--- src/hdl/pdd_pkg.sv ---
// Package: sizes, codes and shared types of the pin edge dispatch table
`default_nettype none
package pdd_pkg;

	// Table and port sizes
	localparam int SLOTS     = 16;
	localparam int NUM_PORTS = 8;
	localparam int SLOT_W    = (SLOTS > 1) ? $clog2(SLOTS) : 1;

	// Operation codes
	typedef enum logic [1:0] {
		OP_REGISTER   = 2'd0,
		OP_UNREGISTER = 2'd1,
		OP_ENABLE     = 2'd2,
		OP_DISPATCH   = 2'd3
	} op_t;

	// Result status codes
	typedef enum logic [1:0] {
		STS_OK         = 2'd0,
		STS_FULL       = 2'd1,
		STS_NO_HANDLER = 2'd2,
		STS_NOT_FOUND  = 2'd3
	} status_t;

	// Edge codes (also the edge mask bits)
	localparam logic [1:0] EDGE_NONE = 2'd0;
	localparam logic [1:0] EDGE_RISE = 2'd1;
	localparam logic [1:0] EDGE_FALL = 2'd2;

	// One table entry
	typedef struct packed {
		logic [2:0]  port;
		logic [15:0] pin;
		logic [15:0] handler;
		logic [31:0] tag;
		logic [1:0]  edges;
		logic [31:0] debounce;
		logic [31:0] fire_time;
		logic        level;
	} entry_t;

	// Table write command
	typedef struct packed {
		logic              fill;
		logic              clear;
		logic              set_en;
		logic              en_val;
		logic              set_level;
		logic              set_time;
		logic [SLOT_W-1:0] idx;
		entry_t            data;
	} wr_t;

	// Per-slot evaluation from the compare unit
	typedef struct packed {
		logic       match;
		logic       free;
		logic       touch;
		logic       fire;
		logic       upd_time;
		logic       new_level;
		logic [1:0] seen;
	} eval_t;

	// One result beat
	typedef struct packed {
		status_t     status;
		logic [3:0]  slot;
		logic        fired;
		logic [1:0]  edge_seen;
		logic [15:0] handler;
		logic [31:0] tag;
		logic [15:0] pin;
		logic        last;
	} res_t;

	// Slot number to the 4-bit result field
	function automatic logic [3:0] to_slot4(input logic [SLOT_W-1:0] s);
		logic [31:0] w;
		begin
			w = 32'(s);
			return w[3:0];
		end
	endfunction

endpackage
`default_nettype wire

--- src/hdl/pdd_cmd_if.sv ---
// Interface: command channel carrying one operation beat
`default_nettype none
interface pdd_cmd_if;
	logic        valid;
	logic        ready;
	logic [1:0]  operation;
	logic [2:0]  port_index;
	logic [15:0] pin_mask;
	logic [15:0] handler_id;
	logic [31:0] user_tag;
	logic [1:0]  edge_select;
	logic [31:0] debounce_time;
	logic        current_level;
	logic        enable_flag;
	logic [7:0]  port_levels;
	logic [31:0] now_time;

	modport source (
		output valid, operation, port_index, pin_mask, handler_id, user_tag,
		       edge_select, debounce_time, current_level, enable_flag,
		       port_levels, now_time,
		input  ready
	);
	modport sink (
		input  valid, operation, port_index, pin_mask, handler_id, user_tag,
		       edge_select, debounce_time, current_level, enable_flag,
		       port_levels, now_time,
		output ready
	);
endinterface
`default_nettype wire

--- src/hdl/pdd_res_if.sv ---
// Interface: result channel carrying one status or notification beat
`default_nettype none
interface pdd_res_if;
	logic        valid;
	logic        ready;
	logic [1:0]  status;
	logic [3:0]  slot_index;
	logic        fired;
	logic [1:0]  edge_seen;
	logic [15:0] notify_handler;
	logic [31:0] notify_tag;
	logic [15:0] notify_pin;
	logic        last_result;

	modport source (
		output valid, status, slot_index, fired, edge_seen, notify_handler,
		       notify_tag, notify_pin, last_result,
		input  ready
	);
	modport sink (
		input  valid, status, slot_index, fired, edge_seen, notify_handler,
		       notify_tag, notify_pin, last_result,
		output ready
	);
endinterface
`default_nettype wire

--- src/hdl/pdd_table.sv ---
// Slot table: used/enable flags with reset, entry payload without
`default_nettype none
module pdd_table
	import pdd_pkg::*;
(
	input  wire logic              clk,
	input  wire logic              arst_n,
	input  wire logic [SLOT_W-1:0] rd_idx,
	input  wire wr_t               wr,
	output entry_t                 rd_entry,
	output logic                   rd_used,
	output logic                   rd_en
);

	logic [SLOTS-1:0] used_q;
	logic [SLOTS-1:0] en_q;
	entry_t           ent_q [SLOTS];

	// Read port at the scan index
	assign rd_entry = ent_q[rd_idx];
	assign rd_used  = used_q[rd_idx];
	assign rd_en    = en_q[rd_idx];

	// Flags
	always_ff @(posedge clk or negedge arst_n) begin
		if (!arst_n) begin
			used_q <= '0;
			en_q   <= '0;
		end else begin
			if (wr.fill) begin
				used_q[wr.idx] <= 1'b1;
				en_q[wr.idx]   <= 1'b1;
			end else if (wr.clear) begin
				used_q[wr.idx] <= 1'b0;
				en_q[wr.idx]   <= 1'b0;
			end else if (wr.set_en) begin
				en_q[wr.idx] <= wr.en_val;
			end
		end
	end

	// Payload
	always_ff @(posedge clk) begin
		if (wr.fill) begin
			ent_q[wr.idx] <= wr.data;
		end else begin
			if (wr.set_level) begin
				ent_q[wr.idx].level <= wr.data.level;
			end
			if (wr.set_time) begin
				ent_q[wr.idx].fire_time <= wr.data.fire_time;
			end
		end
	end

endmodule
`default_nettype wire

--- src/hdl/pdd_eval.sv ---
// Shared compare unit: lookup match, free check, edge and debounce test of one slot
`default_nettype none
module pdd_eval
	import pdd_pkg::*;
(
	input  wire entry_t      ent,
	input  wire logic        used,
	input  wire logic        en,
	input  wire logic [2:0]  port,
	input  wire logic [15:0] pin,
	input  wire logic [7:0]  levels,
	input  wire logic [31:0] now,
	output eval_t            ev
);

	logic        cand;
	logic        nowlvl;
	logic [1:0]  seen;
	logic [31:0] elapsed;
	logic        deb_on;
	logic        locked;

	// Level of the slot's port and the edge it makes
	assign nowlvl  = levels[ent.port];
	assign seen    = nowlvl ? EDGE_RISE : EDGE_FALL;
	assign cand    = used && en && (ent.handler != 16'd0) && (ent.pin == pin);

	// Wrapping time since last fire against the lockout
	assign elapsed = now - ent.fire_time;
	assign deb_on  = ent.debounce != 32'd0;
	assign locked  = deb_on && (elapsed < ent.debounce);

	always_comb begin
		ev           = '0;
		ev.match     = used && (ent.port == port) && (ent.pin == pin);
		ev.free      = !used;
		ev.touch     = cand && (nowlvl != ent.level);
		ev.fire      = ev.touch && ((ent.edges & seen) != 2'd0) && !locked;
		ev.upd_time  = ev.fire && deb_on;
		ev.new_level = nowlvl;
		ev.seen      = seen;
	end

endmodule
`default_nettype wire

--- src/hdl/pin_edge_debounce_dispatch_table_unit.sv ---
// Top level: sequencer walking the slot table through the shared compare unit
// Every operation scans all SLOTS entries, one per cycle unless a dispatch stall holds the scan,
// then passes through the finish state, which waits for the result register to be free before
// offering the final result and returning to idle; a new command is taken only in idle.
// A dispatch holds back one notification and hands it on when the next fire is found; the
// scan pauses while that one waits for the result register. Reset clears all used and
// enable flags and the sequencer.
`default_nettype none
module pin_edge_debounce_dispatch_table_unit
	import pdd_pkg::*;
(
	input  wire logic clk,
	input  wire logic arst_n,
	pdd_cmd_if.sink   cmd,
	pdd_res_if.source res
);

	typedef enum logic [2:0] {
		ST_IDLE = 3'b001,
		ST_SCAN = 3'b010,
		ST_FIN  = 3'b100
	} state_t;

	state_t            state_q;
	logic [SLOT_W-1:0] idx_q;
	logic              hit_q, free_q;
	logic [SLOT_W-1:0] hit_idx_q, free_idx_q;
	logic              pend_valid_q;
	res_t              pend_q;
	logic              res_valid_q;
	res_t              res_q;

	// Captured command
	op_t         op_q;
	logic [2:0]  port_q;
	logic [15:0] pin_q;
	logic [15:0] handler_q;
	logic [31:0] tag_q;
	logic [1:0]  edges_q;
	logic [31:0] deb_q;
	logic        level_q;
	logic        en_flag_q;
	logic [7:0]  levels_q;
	logic [31:0] now_q;

	entry_t rd_entry;
	logic   rd_used, rd_en;
	eval_t  ev;
	wr_t    wr;
	res_t   fire_res, fin_res;
	logic   cmd_acc, out_free, is_disp, stall, advance, fin_go;

	assign cmd.ready = (state_q == ST_IDLE);
	assign cmd_acc   = cmd.valid && cmd.ready;
	assign out_free  = !res_valid_q || res.ready;
	assign is_disp   = (op_q == OP_DISPATCH);
	assign stall     = is_disp && ev.fire && pend_valid_q && !out_free;
	assign advance   = (state_q == ST_SCAN) && !stall;
	assign fin_go    = (state_q == ST_FIN) && out_free;

	pdd_table u_table (
		.clk      (clk),
		.arst_n   (arst_n),
		.rd_idx   (idx_q),
		.wr       (wr),
		.rd_entry (rd_entry),
		.rd_used  (rd_used),
		.rd_en    (rd_en)
	);

	pdd_eval u_eval (
		.ent    (rd_entry),
		.used   (rd_used),
		.en     (rd_en),
		.port   (port_q),
		.pin    (pin_q),
		.levels (levels_q),
		.now    (now_q),
		.ev     (ev)
	);

	// Notification for the slot under scan
	always_comb begin
		fire_res           = '0;
		fire_res.status    = STS_OK;
		fire_res.slot      = to_slot4(idx_q);
		fire_res.fired     = 1'b1;
		fire_res.edge_seen = ev.seen;
		fire_res.handler   = rd_entry.handler;
		fire_res.tag       = rd_entry.tag;
		fire_res.pin       = pin_q;
		fire_res.last      = 1'b0;
	end

	// Table writes and the finishing result
	always_comb begin
		wr                = '0;
		wr.data.port      = port_q;
		wr.data.pin       = pin_q;
		wr.data.handler   = handler_q;
		wr.data.tag       = tag_q;
		wr.data.edges     = edges_q;
		wr.data.debounce  = deb_q;
		wr.data.fire_time = now_q;
		wr.data.level     = level_q;
		wr.idx            = idx_q;
		fin_res           = '0;
		fin_res.status    = STS_OK;
		fin_res.last      = 1'b1;
		if (state_q == ST_SCAN) begin
			wr.data.level = ev.new_level;
			wr.set_level  = is_disp && advance && ev.touch;
			wr.set_time   = is_disp && advance && ev.upd_time;
		end
		case (op_q)
			OP_REGISTER: begin
				wr.idx = hit_q ? hit_idx_q : free_idx_q;
				if ((handler_q == 16'd0) || (32'(port_q) >= 32'(NUM_PORTS))) begin
					fin_res.status = STS_NO_HANDLER;
				end else if (!hit_q && !free_q) begin
					fin_res.status = STS_FULL;
				end else begin
					fin_res.slot = to_slot4(wr.idx);
					wr.fill      = fin_go;
				end
			end
			OP_UNREGISTER, OP_ENABLE: begin
				if (state_q != ST_SCAN) begin
					wr.idx = hit_idx_q;
				end
				if (!hit_q) begin
					fin_res.status = STS_NOT_FOUND;
				end else begin
					fin_res.slot = to_slot4(hit_idx_q);
					wr.clear     = fin_go && (op_q == OP_UNREGISTER);
					wr.set_en    = fin_go && (op_q == OP_ENABLE);
					wr.en_val    = en_flag_q;
				end
			end
			OP_DISPATCH: begin
				if (pend_valid_q) begin
					fin_res      = pend_q;
					fin_res.last = 1'b1;
				end
			end
			default: begin
				fin_res.status = STS_OK;
			end
		endcase
		if (state_q == ST_FIN && op_q == OP_REGISTER) begin
			wr.idx = hit_q ? hit_idx_q : free_idx_q;
		end
	end

	// Command capture
	always_ff @(posedge clk) begin
		if (cmd_acc) begin
			op_q      <= op_t'(cmd.operation);
			port_q    <= cmd.port_index;
			pin_q     <= cmd.pin_mask;
			handler_q <= cmd.handler_id;
			tag_q     <= cmd.user_tag;
			edges_q   <= cmd.edge_select;
			deb_q     <= cmd.debounce_time;
			level_q   <= cmd.current_level;
			en_flag_q <= cmd.enable_flag;
			levels_q  <= cmd.port_levels;
			now_q     <= cmd.now_time;
		end
	end

	// Sequencer, lookup tracking and result staging
	always_ff @(posedge clk or negedge arst_n) begin
		if (!arst_n) begin
			state_q      <= ST_IDLE;
			idx_q        <= '0;
			hit_q        <= 1'b0;
			free_q       <= 1'b0;
			hit_idx_q    <= '0;
			free_idx_q   <= '0;
			pend_valid_q <= 1'b0;
			res_valid_q  <= 1'b0;
		end else begin
			if (res_valid_q && res.ready) begin
				res_valid_q <= 1'b0;
			end
			case (state_q)
				ST_IDLE: begin
					if (cmd_acc) begin
						state_q      <= ST_SCAN;
						idx_q        <= '0;
						hit_q        <= 1'b0;
						free_q       <= 1'b0;
						pend_valid_q <= 1'b0;
					end
				end
				ST_SCAN: begin
					if (advance) begin
						// first matching and first free slot
						if (ev.match && !hit_q) begin
							hit_q     <= 1'b1;
							hit_idx_q <= idx_q;
						end
						if (ev.free && !free_q) begin
							free_q     <= 1'b1;
							free_idx_q <= idx_q;
						end
						// notifications: hand the held one on, hold the new one
						if (is_disp && ev.fire) begin
							pend_valid_q <= 1'b1;
							if (pend_valid_q) begin
								res_valid_q <= 1'b1;
							end
						end
						if (idx_q == SLOT_W'(SLOTS - 1)) begin
							state_q <= ST_FIN;
						end else begin
							idx_q <= idx_q + 1'b1;
						end
					end
				end
				ST_FIN: begin
					if (out_free) begin
						res_valid_q  <= 1'b1;
						pend_valid_q <= 1'b0;
						state_q      <= ST_IDLE;
					end
				end
				default: begin
					state_q <= ST_IDLE;
				end
			endcase
		end
	end

	// Result and held-notification payload
	always_ff @(posedge clk) begin
		if (advance && is_disp && ev.fire) begin
			pend_q <= fire_res;
			if (pend_valid_q) begin
				res_q <= pend_q;
			end
		end
		if (fin_go) begin
			res_q <= fin_res;
		end
	end

	assign res.valid          = res_valid_q;
	assign res.status         = res_q.status;
	assign res.slot_index     = res_q.slot;
	assign res.fired          = res_q.fired;
	assign res.edge_seen      = res_q.edge_seen;
	assign res.notify_handler = res_q.handler;
	assign res.notify_tag     = res_q.tag;
	assign res.notify_pin     = res_q.pin;
	assign res.last_result    = res_q.last;

endmodule
`default_nettype wire

--- src/flat_wrapper.sv ---
// flat-port wrapper written by rule: the top's interface ports become plain ports
module pin_edge_debounce_dispatch_table_unit_flat import pdd_pkg::*;
  (clk, arst_n, cmd_valid, cmd_operation, cmd_port_index, cmd_pin_mask, cmd_handler_id, cmd_user_tag, cmd_edge_select, cmd_debounce_time, cmd_current_level, cmd_enable_flag, cmd_port_levels, cmd_now_time, cmd_ready, res_valid, res_status, res_slot_index, res_fired, res_edge_seen, res_notify_handler, res_notify_tag, res_notify_pin, res_last_result, res_ready);
  pdd_cmd_if cmd_i ();
  pdd_res_if res_i ();
  input  wire logic clk;
  input  wire logic arst_n;
  input wire logic [$bits(cmd_i.valid)-1:0] cmd_valid;
  input wire logic [$bits(cmd_i.operation)-1:0] cmd_operation;
  input wire logic [$bits(cmd_i.port_index)-1:0] cmd_port_index;
  input wire logic [$bits(cmd_i.pin_mask)-1:0] cmd_pin_mask;
  input wire logic [$bits(cmd_i.handler_id)-1:0] cmd_handler_id;
  input wire logic [$bits(cmd_i.user_tag)-1:0] cmd_user_tag;
  input wire logic [$bits(cmd_i.edge_select)-1:0] cmd_edge_select;
  input wire logic [$bits(cmd_i.debounce_time)-1:0] cmd_debounce_time;
  input wire logic [$bits(cmd_i.current_level)-1:0] cmd_current_level;
  input wire logic [$bits(cmd_i.enable_flag)-1:0] cmd_enable_flag;
  input wire logic [$bits(cmd_i.port_levels)-1:0] cmd_port_levels;
  input wire logic [$bits(cmd_i.now_time)-1:0] cmd_now_time;
  output wire logic [$bits(cmd_i.ready)-1:0] cmd_ready;
  output wire logic [$bits(res_i.valid)-1:0] res_valid;
  output wire logic [$bits(res_i.status)-1:0] res_status;
  output wire logic [$bits(res_i.slot_index)-1:0] res_slot_index;
  output wire logic [$bits(res_i.fired)-1:0] res_fired;
  output wire logic [$bits(res_i.edge_seen)-1:0] res_edge_seen;
  output wire logic [$bits(res_i.notify_handler)-1:0] res_notify_handler;
  output wire logic [$bits(res_i.notify_tag)-1:0] res_notify_tag;
  output wire logic [$bits(res_i.notify_pin)-1:0] res_notify_pin;
  output wire logic [$bits(res_i.last_result)-1:0] res_last_result;
  input wire logic [$bits(res_i.ready)-1:0] res_ready;
  assign cmd_i.valid = cmd_valid;
  assign cmd_i.operation = cmd_operation;
  assign cmd_i.port_index = cmd_port_index;
  assign cmd_i.pin_mask = cmd_pin_mask;
  assign cmd_i.handler_id = cmd_handler_id;
  assign cmd_i.user_tag = cmd_user_tag;
  assign cmd_i.edge_select = cmd_edge_select;
  assign cmd_i.debounce_time = cmd_debounce_time;
  assign cmd_i.current_level = cmd_current_level;
  assign cmd_i.enable_flag = cmd_enable_flag;
  assign cmd_i.port_levels = cmd_port_levels;
  assign cmd_i.now_time = cmd_now_time;
  assign cmd_ready = cmd_i.ready;
  assign res_valid = res_i.valid;
  assign res_status = res_i.status;
  assign res_slot_index = res_i.slot_index;
  assign res_fired = res_i.fired;
  assign res_edge_seen = res_i.edge_seen;
  assign res_notify_handler = res_i.notify_handler;
  assign res_notify_tag = res_i.notify_tag;
  assign res_notify_pin = res_i.notify_pin;
  assign res_last_result = res_i.last_result;
  assign res_i.ready = res_ready;
  pin_edge_debounce_dispatch_table_unit u_core (.clk(clk), .arst_n(arst_n), .cmd(cmd_i), .res(res_i));
endmodule
--- config.mk ---
export PLATFORM = sky130hd
export DESIGN_NAME = pin_edge_debounce_dispatch_table_unit_flat
export DESIGN_NICKNAME = d
export VERILOG_FILES = /design/src/hdl/pdd_pkg.sv /design/src/hdl/pdd_cmd_if.sv /design/src/hdl/pdd_res_if.sv /design/src/hdl/pdd_table.sv /design/src/hdl/pdd_eval.sv /design/src/hdl/pin_edge_debounce_dispatch_table_unit.sv /design/src/flat_wrapper.sv
export SDC_FILE = /design/constraint.sdc
export NUM_CORES = 2
export LEC_CHECK = 0
export ABC_AREA = 1
export BUFFER_PORTS_ARGS = -buffer_cell sky130_fd_sc_hd__buf_4
export CAP_MARGIN = 5
export CORE_ASPECT_RATIO = 1.1
export CORE_MARGIN = 5
export CORE_UTILIZATION = 35
export CTS_CLUSTER_DIAMETER = 80
export DETAILED_ROUTE_END_ITERATION = 16
export SYNTH_ARGS = -nofsm -noshare
export SYNTH_HDL_FRONTEND = slang
export SYNTH_SLANG_ARGS = --single-unit
--- constraint.sdc ---
create_clock -name clk -period 13.5 [get_ports clk]
set_clock_uncertainty 0.05 [all_clocks]
set_input_delay 2.7 -clock clk [delete_from_list [all_inputs] [get_ports clk]]
set_output_delay 2.7 -clock clk [all_outputs]
set_load 0.02 [all_outputs]
### Yosys cells after proc, flatten, opt, wreduce, memory -nomap -nowiden

Memories as Yosys holds them, arrays and structs flattened.
Cells that the tools add are included.

* flip-flop bits (word level): 340
* bits in writable memories: 2144
* input bits: 149
* output and inout port bits: 76
* logic and storage cells: 199
* memories: 1

Memories
* u_core.u_table.ent_q: words 16, bits a word 134, rd ports 1, clocked after memory_dff 0, write ports 1, RTL line pdd_table.sv:17 `entry_t ent_q [SLOTS];`

* $add $sub $neg: 2
* order comparisons: 5
* equal/unequal tests: 19
* muxes and demuxes: 74
* bitwise gates (word level): 8
* reduce and logical (&&, ||, !) cells: 56

Operators with widths (count)
* $mux 74: 3
* $mux 16: 5
* $mux 72: 1
* $mux 68: 1
* $mux 4: 9
* $and 16x16->16: 2
* $lt 32x32->1: 1
* $mux 32: 1
* $or 16x16->16: 2
* $reduce_bool 32->1: 1
* $sub 32x32->32: 1
* $mux 1: 31
* $logic_and 1x1->1: 28
* $mux 3: 6
* $pmux 6 s3: 1
* $bwmux 16: 1
* $eq 16x16->1: 1
* $logic_not 16->1: 1
* $not 16->16: 1
* $pmux 4 s2: 2
* $reduce_and 4->1: 4
* $reduce_bool 16->1: 1
* $lt 4x5->1 const B: 2
* $ne 2x2->1 const B: 5
* 31 further kinds: 53

### Logic depth before layout (Yosys ltp)

* depth in word-level cells: 20
* gate-level depth with buffers: 47
* gate-level depth less buffers: 37

### Cells and area by module

From an unflattened synthesis, not the netlist that was laid out.

* cells, all modules: 9369
* area, all modules: 103914.7 sq um

Modules (own cells, without submodules)
* pdd_table: instances 1, cells an instance 8015, area an instance 89572.2 sq um
* pin_edge_debounce_dispatch_table_unit: instances 1, cells an instance 683, area an instance 10822.9 sq um
* pdd_eval: instances 1, cells an instance 671, area an instance 3519.6 sq um

### Least setup slack after synthesis

Ideal clock, no wire load.

* path kind: register to register
* start: register u_core.idx_q[0]
* end: register u_core.res_q, in the netlist u_core.res.edge_seen[0], enable pin
* library setup time: 0.531 ns
* arrival: 9.440 ns
* data required time: 12.919 ns
* setup slack: 3.479 ns
* stages on the path, launching flop included: 42
* path through: dfrtp_1 -> buf_6 -> inv_6 -> buf_6 -> buf_6 -> buf_4 -> buf_4 -> buf_2 -> buf_2 -> clkbuf_1 -> buf_2 -> nor2_1 -> o221ai_1 -> o21ai_0 -> o22ai_1 -> ha_1 -> inv_1 -> fa_1 -> [... 6 more ...] -> a21boi_0 -> o21ai_1 -> a21oi_1 -> o21ai_1 -> a21boi_0 -> o21ai_1 -> nand2_1 -> nand2_1 -> nand2_1 -> nand2_1 -> ha_1 -> nand2_1 -> nor3_1 -> nor4b_1 -> nand2_1 -> nand2_2 -> nand4_1 -> a21oi_1

* longest elaborated chain between the ends: 17
* elaborated cells between the ends (all ways): 33
* those cells by class: add/sub (1); order compare (1); eq/ne (2); mux (7); bitwise (1); reduce/logical (20); memory (1)

Ends and longest elaborated chain
* start, declared: RTL line pin_edge_debounce_dispatch_table_unit.sv:25 `logic [SLOT_W-1:0] idx_q;`
* start signal, assigned: RTL line pin_edge_debounce_dispatch_table_unit.sv:218 `idx_q <= idx_q + 1'b1;`
* branches (longest 7 deep; another with $mem_v2 16x134)
* $logic_and 1x1->1 *: RTL line pdd_eval.sv:38 `ev.fire = ev.touch && ((ent.edges & seen) != 2'd0) && !locked;`
* $logic_and 1x1->1 (3 in a row): RTL line pin_edge_debounce_dispatch_table_unit.sv:57 `assign stall = is_disp && ev.fire && pend_valid_q && !out_free;`
* $logic_not 1->1: RTL line pin_edge_debounce_dispatch_table_unit.sv:58 `assign advance = (state_q == ST_SCAN) && !stall;`
* $logic_and 1x1->1: RTL line pin_edge_debounce_dispatch_table_unit.sv:58
* $logic_and 1x1->1: RTL line pin_edge_debounce_dispatch_table_unit.sv:238 `if (advance && is_disp && ev.fire) begin`
* $logic_and 1x1->1 *: RTL line pin_edge_debounce_dispatch_table_unit.sv:238
* $reduce_bool 2->1 (no source line) *
* $reduce_and 2->1 (no source line) *
* end signal, assigned: RTL line pin_edge_debounce_dispatch_table_unit.sv:241 `res_q <= pend_q;`
* end signal, assigned: RTL line pin_edge_debounce_dispatch_table_unit.sv:245 `res_q <= fin_res;`
* end, declared: RTL line pin_edge_debounce_dispatch_table_unit.sv:31 `res_t res_q;`

Every way passes the cells marked *. The select of a mux whose other input is x is not followed.
A chain may end at the register's enable or synchronous reset.

### Worst setup path after layout

* start: register u_core.idx_q[1]
* end: register u_core.pend_q[19] (netlist bit), enable pin

* longest elaborated chain between the ends: 15
* elaborated cells between the ends (all ways): 31
* those cells by class: add/sub (1); order compare (1); eq/ne (2); mux (7); bitwise (1); reduce/logical (18); memory (1)

Ends and longest elaborated chain
* branches (longest 7 deep; another with $mem_v2 16x134)
* $logic_and 1x1->1 *: RTL line pdd_eval.sv:38
* $logic_and 1x1->1 (3 in a row): RTL line pin_edge_debounce_dispatch_table_unit.sv:57
* $logic_not 1->1: RTL line pin_edge_debounce_dispatch_table_unit.sv:58
* $logic_and 1x1->1: RTL line pin_edge_debounce_dispatch_table_unit.sv:58
* $logic_and 1x1->1: RTL line pin_edge_debounce_dispatch_table_unit.sv:238
* $logic_and 1x1->1 *: RTL line pin_edge_debounce_dispatch_table_unit.sv:238
* end signal, assigned: RTL line pin_edge_debounce_dispatch_table_unit.sv:239 `pend_q <= fire_res;`
* end, declared: RTL line pin_edge_debounce_dispatch_table_unit.sv:29 `res_t pend_q;`

Marked as above.

==> flow_metrics.py <==
metrics = {
    "worst_setup_path": {
        "cpMostUsedCell": "nand2_1",
        "critPathBufInv": 4,
        "start_kind": "flip-flop",
        "critical_path.startpoint": "u_core.idx_q[1]$_DFFE_PN0P_",
        "r2r_setup_slack_ns": 3.88,
        "path_class": "flip-flop to flip-flop",
        "path_depth": 34,
        "critPathTopFamily": "compound AO/OA/AOI/OAI gates",
        "timing.rr.start": "u_core.idx_q[1]$_DFFE_PN0P_",
        "cp-end-kind": "flip-flop",
        "crit_path_max_incr_delay_ns": 1.08,
        "path_max_fanout": 147,
        "crit_required_ns": 13.97,
        "worstPathArrival_ns": 10.09,
        "cp_slowest_cell": "dfrtp_4",
        "worstRegToRegCells": 34,
    },
    "clock_network": {
        "post-cts-setup-buffers": 0,
        "ctsLongestPathBuffers": 4,
        "path_clk_slew_ns": 0.06,
        "hold_buffers": 0,
        "cts_root_buf": "clkbuf_16",
        "cts_buffers": 284,
        "cts_tree": "done",
        "clkSinkCount": 2484,
        "clkLatencyLatePin_ns": 0.93,
        "post_cts_resized": 0,
        "htree_levels": 5,
    },
    "logic_synthesis": {
        "synthCells": 7806,
        "synth.avg_cell_area_um2": 12.8,
        "synth_compound_gate_area_share_pct": 9.25,
        "synth.yosys.warnings": 0,
        "synth-simple-area-share_pct": 11.4,
        "yosysMostFrequentCell": "edfxtp_1",
        "synth_seq_cells": 2484,
        "synth-xor-area-share_pct": 0.255,
        "synth_edf_count": 2433,
        "synth_top_family_by_area": "simple AND/OR/NAND/NOR gates",
        "syn_area_um2": 99700,
        "synth_area_leader_cell": "edfxtp_1",
        "synth_common_cells": "edfxtp_1, nor2_1, nand2_1, o21ai_0, nand3_1",
        "synth.distinct_cells": 60,
        "yosysTopAreaCellShare_pct": 73.3,
        "synthTopCellsByArea": "edfxtp_1, o21ai_0, nor2_1, nand2_1, nand3_1",
        "yosysSeqAreaShare_pct": 74.6,
        "synthArstFlopShare_pct": 2.05,
        "synth.net_count": 8025,
        "synth_flop_cell": "edfxtp_1",
        "muxShareOfSynthArea_pct": 0.0803,
        "synthAdderAreaFrac_pct": 0.886,
    },
    "drt": {
        "dr.pass1.iters": 6,
        "wl_um": 287000,
        "drt_iter0_markers": 7030,
        "vias_per_cell": 5.38,
        "post_drt_wl_per_cell_um": 24.2,
        "num_vias": 63900,
        "ant_nets": 0,
        "drc": 0,
    },
    "global_routing": {
        "grtUsageTotal_pct": 18.8,
        "grt_use_met3_pct": 3.14,
        "met1_usage_pct": 25.8,
        "antenna_found_initial": 23,
        "grt.busiest_layer": "met2",
        "grt_pass1_vias": 61700,
        "gr-total-overflow": 0,
        "grt_max_degree": 337,
        "use_met2_pct": 30.4,
        "grt_pass1_wl_um": 418000,
    },
    "die": {
        "pin_count": 225,
        "rows": 205,
        "core_area_um2": 283000,
        "dieWidth_um": 519,
        "die_area_um2": 296000,
        "die_height_um": 570,
        "initial_utilization_pct": 35.2,
    },
    "pwr": {
        "leakage_nw": 38.8,
        "ir_drop_v": 0.000254,
        "power.density_nw_per_um2": 192,
    },
    "place": {
        "dp_cells": 11400,
        "port-buffer-count": 224,
        "hpwl_um": 154000,
        "placed_cell_area_um2": 105000,
        "place.gp.congestion": 0.841,
    },
    "status": {
        "status": "completed",
    },
    "cells_and_area": {
        "drive_above_1_share_pct": 9.34,
        "fin_nets": 8169,
        "multi_input_area_um2": 22100,
        "layout.cells.non_filler": 11900,
        "register_area_um2": 74400,
        "fill_cells": 26100,
        "design_area_um2": 114000,
        "areaGrowthSynthToFinish_pct": 14.1,
    },
    "sta": {
        "rsz0062_at_grt": "false",
        "worstMarginPinSlew_ns": 1.31,
        "period_share_pct": 71.2,
        "setup_violations": 0,
        "maxSlewViolCount": 0,
        "hold_ws_ns": 0.429,
        "relSlewSlack_pct": 12.7,
        "min_period_ns": 9.62,
        "fmaxAchievable_mhz": 104,
        "finalHoldViolations": 0,
        "setup_tns_ns": 0,
    },
    "min_path": {
        "hold_path_depth": 2,
        "hold_start": "u_core.pend_valid_q$_DFFE_PN0P_",
        "hold_path.class": "flip-flop to flip-flop",
    },
    "job": {
        "cap_violations": 0,
    },
}
==> per-stage QoR <==
stage / util [%] / power (mW) / worst slack (ns)
2_1_floorplan: - / 13.0 / 3.48
3_3_place_gp: 37.1 / 14.5 / 4.03
3_5_place_dp: 37.1 / 14.7 / 4.07
4_1_cts: 40.1 / 21.9 / 4.02
5_1_grt: 40.1 / 22.9 / 3.10
6_report: 40.1 / 21.8 / 3.88
==> power breakdown <==
part / leakage, nW / internal, mW / switching, mW / total [mW]
registers: 22.5 / 9.04 / 0.375 / 9.41
logic: 12.0 / 1.49 / 3.63 / 5.12
clock network: 4.22 / 4.32 / 2.97 / 7.29
==> routing by layer <==
metal | part of all wire, % | up-vias
met5 | 0.0028 | -
met4 | 3.3 | 2
met3 | 7.5 | 513
met2 | 47 | 2660
met1 | 42 | 32100
li1 | - | 28600
==> kinds of logic (layout without fill, tap and decap cells) <==
family | after synthesis | count (layout)
AO/OA/AOI/OAI | 1602 | 1602
XOR/XNOR | 29 | 29
adder cells (fa/ha/maj) | 70 | 70
buffers and inverters | 794 | 1124
flip-flops | 2484 | 2484
multiplexers | 8 | 8
other | 0 | 7
AND/OR/NAND/NOR | 2819 | 2819
==> worst paths after layout <==
kind	end
worst min-delay path	u_core.pend_valid_q$_DFFE_PN0P_
max in group asynchronous	u_core.idx_q[3]$_DFFE_PN0P_
worst min register to register	u_core.pend_valid_q$_DFFE_PN0P_
worst max-delay path	u_core.pend_q[19]$_DFFE_PP_
min in group asynchronous	u_core.res.valid$_DFF_PN0_
worst max register to register	u_core.pend_q[19]$_DFFE_PP_
==> placed cells by master (no fill, tap or decap), types with 10 or more instances in the layout <==
cell and n:
a21oi_1 78, clkbuf_1 60, nor3_1 11, xnor2_1 10, buf_12 16, a31oi_1 10, edfxtp_1 2433, buf_4 317
clkinv_1 50, dfrtp_1 46, bufinv_16 20, nor2_1 1141, o221ai_1 104, nand4_1 20, nand3_1 494, nand2_1 1086
o211ai_1 140, nor2_4 34, o22ai_1 224, o21ai_0 939, xor2_1 19, ha_1 69, o21ai_1 56, clkbuf_16 291
clkinv_2 34, inv_1 310
==> area by class of cell <==
type                            count  area share, %
Timing Repair Buffer              333           2.37
Clock inverter                    119          0.967
Multi-Input combinational cell   4528           19.4
Tap cell                         3726           4.10
Clock buffer                      353           6.63
Antenna cell                        7         0.0154
Sequential cell                  2484           65.4
Inverter                          319           1.10
==> worst min-delay path, delay by kind of cell (launching register included) <==
kind             cells  cell delay, ns
AND/OR/NAND/NOR      2            0.10
flip-flops           1            0.34
==> flip-flops by register name, indices dropped and copies added, names as in the netlist, 8 cells and up, named ones only <==
register and flops:
u_core.handler_q 16, u_core.pend_q 70, u_core.pin_q 16, u_core.deb_q 32, u_core.levels_q 8, u_core.res.notify_tag 32, u_core.res.notify_pin 16, u_core.u_table.en_q 16
u_core.tag_q 32, u_core.now_q 32, u_core.u_table.ent_q 2144, u_core.res.notify_handler 16
No activity file was read; power rests on OpenSTA's default activity.
